===== src/ffa_ram.sv =====
`default_nettype none
// ----------------------------------------------------------------------------
// ffa_ram : generic single-write, single-read synchronous RAM
// One write port, one read port, read data registered.
// ----------------------------------------------------------------------------
module ffa_ram #(
    parameter int WIDTH = 8,
    parameter int DEPTH = 256
) (
    input  wire logic                     clk,
    input  wire logic                     we,
    input  wire logic [$clog2(DEPTH)-1:0] waddr,
    input  wire logic [WIDTH-1:0]         wdata,
    input  wire logic [$clog2(DEPTH)-1:0] raddr,
    output logic      [WIDTH-1:0]         rdata
);

    logic [WIDTH-1:0] mem [DEPTH];

    always_ff @(posedge clk)
    begin
        if (we)
        begin
            mem[waddr] <= wdata;
        end
        rdata <= mem[raddr];
    end

endmodule
`default_nettype wire


===== config.mk =====
export PLATFORM = sky130hd
export DESIGN_NAME = ffa_ram
export DESIGN_NICKNAME = d
export VERILOG_FILES = /design/src/ffa_ram.sv
export SDC_FILE = /design/constraint.sdc
export NUM_CORES = 2
export LEC_CHECK = 0
export BUFFER_PORTS_ARGS = -buffer_cell sky130_fd_sc_hd__buf_2
export CAP_MARGIN = 20
export CELL_PAD_IN_SITES_DETAIL_PLACEMENT = 1
export CELL_PAD_IN_SITES_GLOBAL_PLACEMENT = 2
export CORE_MARGIN = 2
export CORE_UTILIZATION = 51
export CTS_CLUSTER_SIZE = 8
export DETAILED_ROUTE_END_ITERATION = 7
export GPL_ROUTABILITY_DRIVEN = 1
export GPL_TIMING_DRIVEN = 0
export PLACE_DENSITY_LB_ADDON = 0.1
export SETUP_SLACK_MARGIN = 0.2
export SYNTH_ARGS = -nofsm -noshare
export SYNTH_HDL_FRONTEND = slang
export SYNTH_SLANG_ARGS = --single-unit

===== constraint.sdc =====
create_clock -name clk -period 2.9 [get_ports clk]
set_clock_uncertainty 0.1 [all_clocks]
set_input_delay 0.435 -clock clk [delete_from_list [all_inputs] [get_ports clk]]
set_output_delay 0.435 -clock clk [all_outputs]
set_load 0.05 [all_outputs]

==> impl_results.html <==
<table>
<tr><th>Metric</th><th>Value</th></tr>
<tr><th colspan="2">STA</th></tr>
<tr><td>Time the worst path needs with I/O delays and setup</td><td>2820 ps</td></tr>
<tr><td>Transition time at the pin with the least slew margin</td><td>between 1000 and 1500 ps</td></tr>
<tr><td>Peak Freq</td><td>0.354 GHz</td></tr>
<tr><td>Final Hold Violating Endpoints</td><td>0</td></tr>
<tr><td>Worst Setup Slack, final</td><td>78.5 ps</td></tr>
<tr><td>Unrepaired setup endpoints after global routing</td><td>true</td></tr>
<tr><td>Final setup viols</td><td>0</td></tr>
<tr><td>Final worst-path cycle share</td><td>0.973</td></tr>
<tr><td>Max-slew headroom at the worst pin</td><td>0.182</td></tr>
<tr><td>Setup tns final</td><td>0 ps</td></tr>
<tr><td>Final Max Tran Viols</td><td>0</td></tr>
<tr><th colspan="2">Logic synthesis</th></tr>
<tr><td>Async set-reset flop share out of synthesis</td><td>0</td></tr>
<tr><td>Synthesized area per cell</td><td>21.3 µm²</td></tr>
<tr><td>Seq/Total Area, Yosys</td><td>0.775</td></tr>
<tr><td>Top cell type's share of synthesized area</td><td>0.773</td></tr>
<tr><td>Post-synthesis register bit count</td><td>2056</td></tr>
<tr><td>Ys flop type</td><td>edfxtp_1</td></tr>
<tr><td>Count of unique library cells instantiated by Yosys</td><td>55</td></tr>
<tr><td>Cell accounting for the most synthesized area</td><td>edfxtp_1</td></tr>
<tr><td>Most frequent cell after synthesis</td><td>edfxtp_1</td></tr>
<tr><td>Commonest cells post-synth</td><td>2048 x edfxtp_1, 454 x mux4_2, 282 x nor2_1</td></tr>
<tr><td>Number of nets in the synthesized netlist</td><td>around 3800</td></tr>
<tr><td>Post-synthesis instance area</td><td>79600 µm²</td></tr>
<tr><td>Cells after Synth</td><td>roughly 3700</td></tr>
<tr><td>Warnings, synthesis</td><td>0</td></tr>
<tr><td>Largest cells by area after synthesis</td><td>edfxtp_1 77%, mux4_2 13%, mux2i_1 1.7%</td></tr>
<tr><td>Number of synthesized flops with an enable pin</td><td>between 2000 and 2500</td></tr>
<tr><th colspan="2">Global routing</th></tr>
<tr><td>Gr ovfl total</td><td>0</td></tr>
<tr><td>Number of global-route vias before repair</td><td>43300</td></tr>
<tr><td>Pin count of the biggest net entering global routing</td><td>160</td></tr>
<tr><td>Total track usage</td><td>0.331</td></tr>
<tr><td>Antenna violations before repair</td><td>13</td></tr>
<tr><td>Wire length of the first global-routing pass</td><td>355 mm</td></tr>
<tr><th colspan="2">Clocking</th></tr>
<tr><td>Clock edge transition at the registers on the reported setup and hold paths</td><td>around 50 ps</td></tr>
<tr><td>Sinks on Clock Net</td><td>2056</td></tr>
<tr><td>Total CTS buffers</td><td>307</td></tr>
<tr><td>Max clock buf depth</td><td>4</td></tr>
<tr><td>Clock root cell</td><td>clkbuf_16</td></tr>
<tr><td>TritonCTS clock tree</td><td>built</td></tr>
<tr><td>H-tree depth</td><td>5</td></tr>
<tr><td>Latest clock arrival within the worst-skew pair</td><td>910 ps</td></tr>
<tr><th colspan="2">Route</th></tr>
<tr><td>Pre-Repair DR Iteration Count</td><td>5</td></tr>
<tr><td>Routed wirelength normalized by instance count</td><td>41.5 µm</td></tr>
<tr><td>Avg Vias per Cell</td><td>6.76</td></tr>
<tr><td>Number of remaining DRC errors</td><td>0</td></tr>
<tr><td>Post-route ant nets</td><td>0</td></tr>
<tr><td>Routed Wire Length</td><td>258 mm</td></tr>
<tr><td>Detailed Route Iter0 Violations</td><td>5674</td></tr>
<tr><td>Detailed-route via count</td><td>about 42000</td></tr>
<tr><th colspan="2">Critical path</th></tr>
<tr><td>Crit Path Category</td><td>primary input to flip-flop</td></tr>
<tr><td>Critical path required time</td><td>3560 ps</td></tr>
<tr><td>Crit-path max FO</td><td>10</td></tr>
<tr><td>Crit path capture type</td><td>flip-flop</td></tr>
<tr><td>Crit path arrival time</td><td>3480 ps</td></tr>
<tr><td>Worst setup SP type</td><td>primary input</td></tr>
<tr><th colspan="2">Placement</th></tr>
<tr><td>PortBufs</td><td>26</td></tr>
<tr><td>Global placement routability congestion</td><td>about 0.93</td></tr>
<tr><td>Worst slack at placement</td><td>-2430 ps</td></tr>
<tr><td>DP HPWL</td><td>171 mm</td></tr>
<tr><td>Number of placed instances, taps included</td><td>5852</td></tr>
<tr><th colspan="2">Floorplanning</th></tr>
<tr><td>Core outline area</td><td>154000 µm²</td></tr>
<tr><td>Die height</td><td>399 µm</td></tr>
<tr><td>Die span in x</td><td>399 µm</td></tr>
<tr><td>Initial cell density of the core</td><td>0.515</td></tr>
<tr><td>Core Rows</td><td>144</td></tr>
<tr><td>Area of the die</td><td>159000 µm²</td></tr>
<tr><td>I/O pin total</td><td>34</td></tr>
<tr><th colspan="2">Pwr</th></tr>
<tr><td>Power density over cell area</td><td>approximately 730 nW/µm²</td></tr>
<tr><td>Leakage dissipation</td><td>0.0290 µW</td></tr>
<tr><td>Power Total</td><td>roughly 68000 µW</td></tr>
<tr><td>Worst ir drop on vdd</td><td>between 500 and 600 µV</td></tr>
<tr><th colspan="2">Outcome</th></tr>
<tr><td>Status</td><td>completed</td></tr>
<tr><th colspan="2">Job</th></tr>
<tr><td>Max-capacitance violation count</td><td>0</td></tr>
<tr><th colspan="2">Layout</th></tr>
<tr><td>Area growth, synth to finish</td><td>16.9%</td></tr>
<tr><td>FILL cells</td><td>12500</td></tr>
<tr><td>Footprint of the flip-flops and latches</td><td>61700 µm²</td></tr>
<tr><td>Multi-input combinational cell area</td><td>17800 µm²</td></tr>
<tr><td>Final standard cell count with taps included and fillers excluded</td><td>~6200</td></tr>
<tr><td>Share of post-route cells with drive strength above 1</td><td>0.312</td></tr>
<tr><td>Final net count</td><td>4165</td></tr>
<tr><th colspan="2">Hold path</th></tr>
<tr><td>Hold crit path type</td><td>primary input to flip-flop</td></tr>
</table>
==> sequential cells by signal (all words and copies together), names as in the netlist <==
name and count:
rdata 8, mem 2048
==> cell usage in the layout, fill, tap and decap left out, drive strengths merged, types with 2 or more instances in the layout <==
master	n
a2111oi	5
a211oi	16
a21oi	96
a221oi	14
a22o	8
a22oi	133
a311oi	2
a31oi	2
and2	6
and3b	2
buf	214
clkbuf	437
clkdlybuf4s15	2
clkinv	2
dfxtp	8
diode	4
dlygate4sd3	8
edfxtp	2048
inv	5
mux2i	134
mux4	456
nand2	33
nand2b	8
nand3	34
nand3b	2
nand4	10
nor2	282
nor2b	31
nor3	22
nor4	27
o211ai	10
o21ai	12
o221ai	47
o22a	5
o22ai	28
o32ai	5
or2	4
==> layer usage <==
layer	up-vias	track usage	part of all wire
li1	16400	-	-
met1	22500	0.453	0.38
met2	2498	0.506	0.46
met3	589	0.0782	0.098
met4	2	0.156	0.054
met5	-	0	0.000039
==> metrics by stage <==
stage               instance area [µm²]  utilization  hold slack [ps]
finish                            93000        0.602              298
global route                      93000        0.602              306
CTS                               92600        0.600              230
detailed placement                83100        0.538              783
global placement                  82200        0.533              804
floorplan                         79600            -              434
==> power breakdown <==
group,internal (µW),switching [µW]
combinational,1230,2740
clock,19000,12000
sequential,32800,20.1
total,53100,14700
==> final timing paths <==
path | start | endpoint | slack (ps) | cells after the start
worst max-delay path | raddr[1] | rdata[5]$_DFF_P_ | 80 | 11
worst min-delay path | waddr[4] | mem[113][4]$_DFFE_PP_ | 300 | 3
worst max register to register | mem[26][5]$_DFFE_PP_ | rdata[5]$_DFF_P_ | 170 | 7
worst min register to register | mem[218][0]$_DFFE_PP_ | rdata[0]$_DFF_P_ | 1240 | 5
==> critical path, cell delays in order <==
cell	delay, ps
buf_2	190
buf_8	300
buf_4	270
clkbuf_2	320
buf_8	230
mux4_2	320
mux2i_2	280
o221ai_1	280
a211oi_2	510
nor4_1	110
buf_2	200
==> cells by family after synthesis <==
family / after synthesis / synth area share
muxes: 591 / 0.146
buffers and inverters: 235 / 0.0183
and+or+nand+nor: 466 / 0.0263
DFF: 2056 / 0.775
AOI/OAI and AO/OA: 385 / 0.0342
==> final cells by class <==
| type | count | share of cell area |
|---|---|---|
| Tap cell | 2044 | 0.0275 |
| Multi-Input combinational cell | 1442 | 0.191 |
| Timing Repair Buffer | 97 | 0.0126 |
| Clock inverter | 7 | 0.000928 |
| Antenna cell | 4 | 0.000108 |
| Sequential cell | 2056 | 0.663 |
| Clock buffer | 332 | 0.0852 |
| Inverter | 2 | 0.000121 |
| Buffer | 233 | 0.0197 |
==> repair_timing <==
| action | 4_1_cts | 5_1_grt |
|---|---|---|
| endpoints found under the hold margin | 264 | 0 |
| setup endpoints to repair | 1154 | 828 |
| pin swaps | 8 | 8 |
| setup buffers | 9 | 1 |
| hold buffers | 8 | 0 |
| resized for setup | 374 | 120 |
No activity file was read; power rests on OpenSTA's default activity.
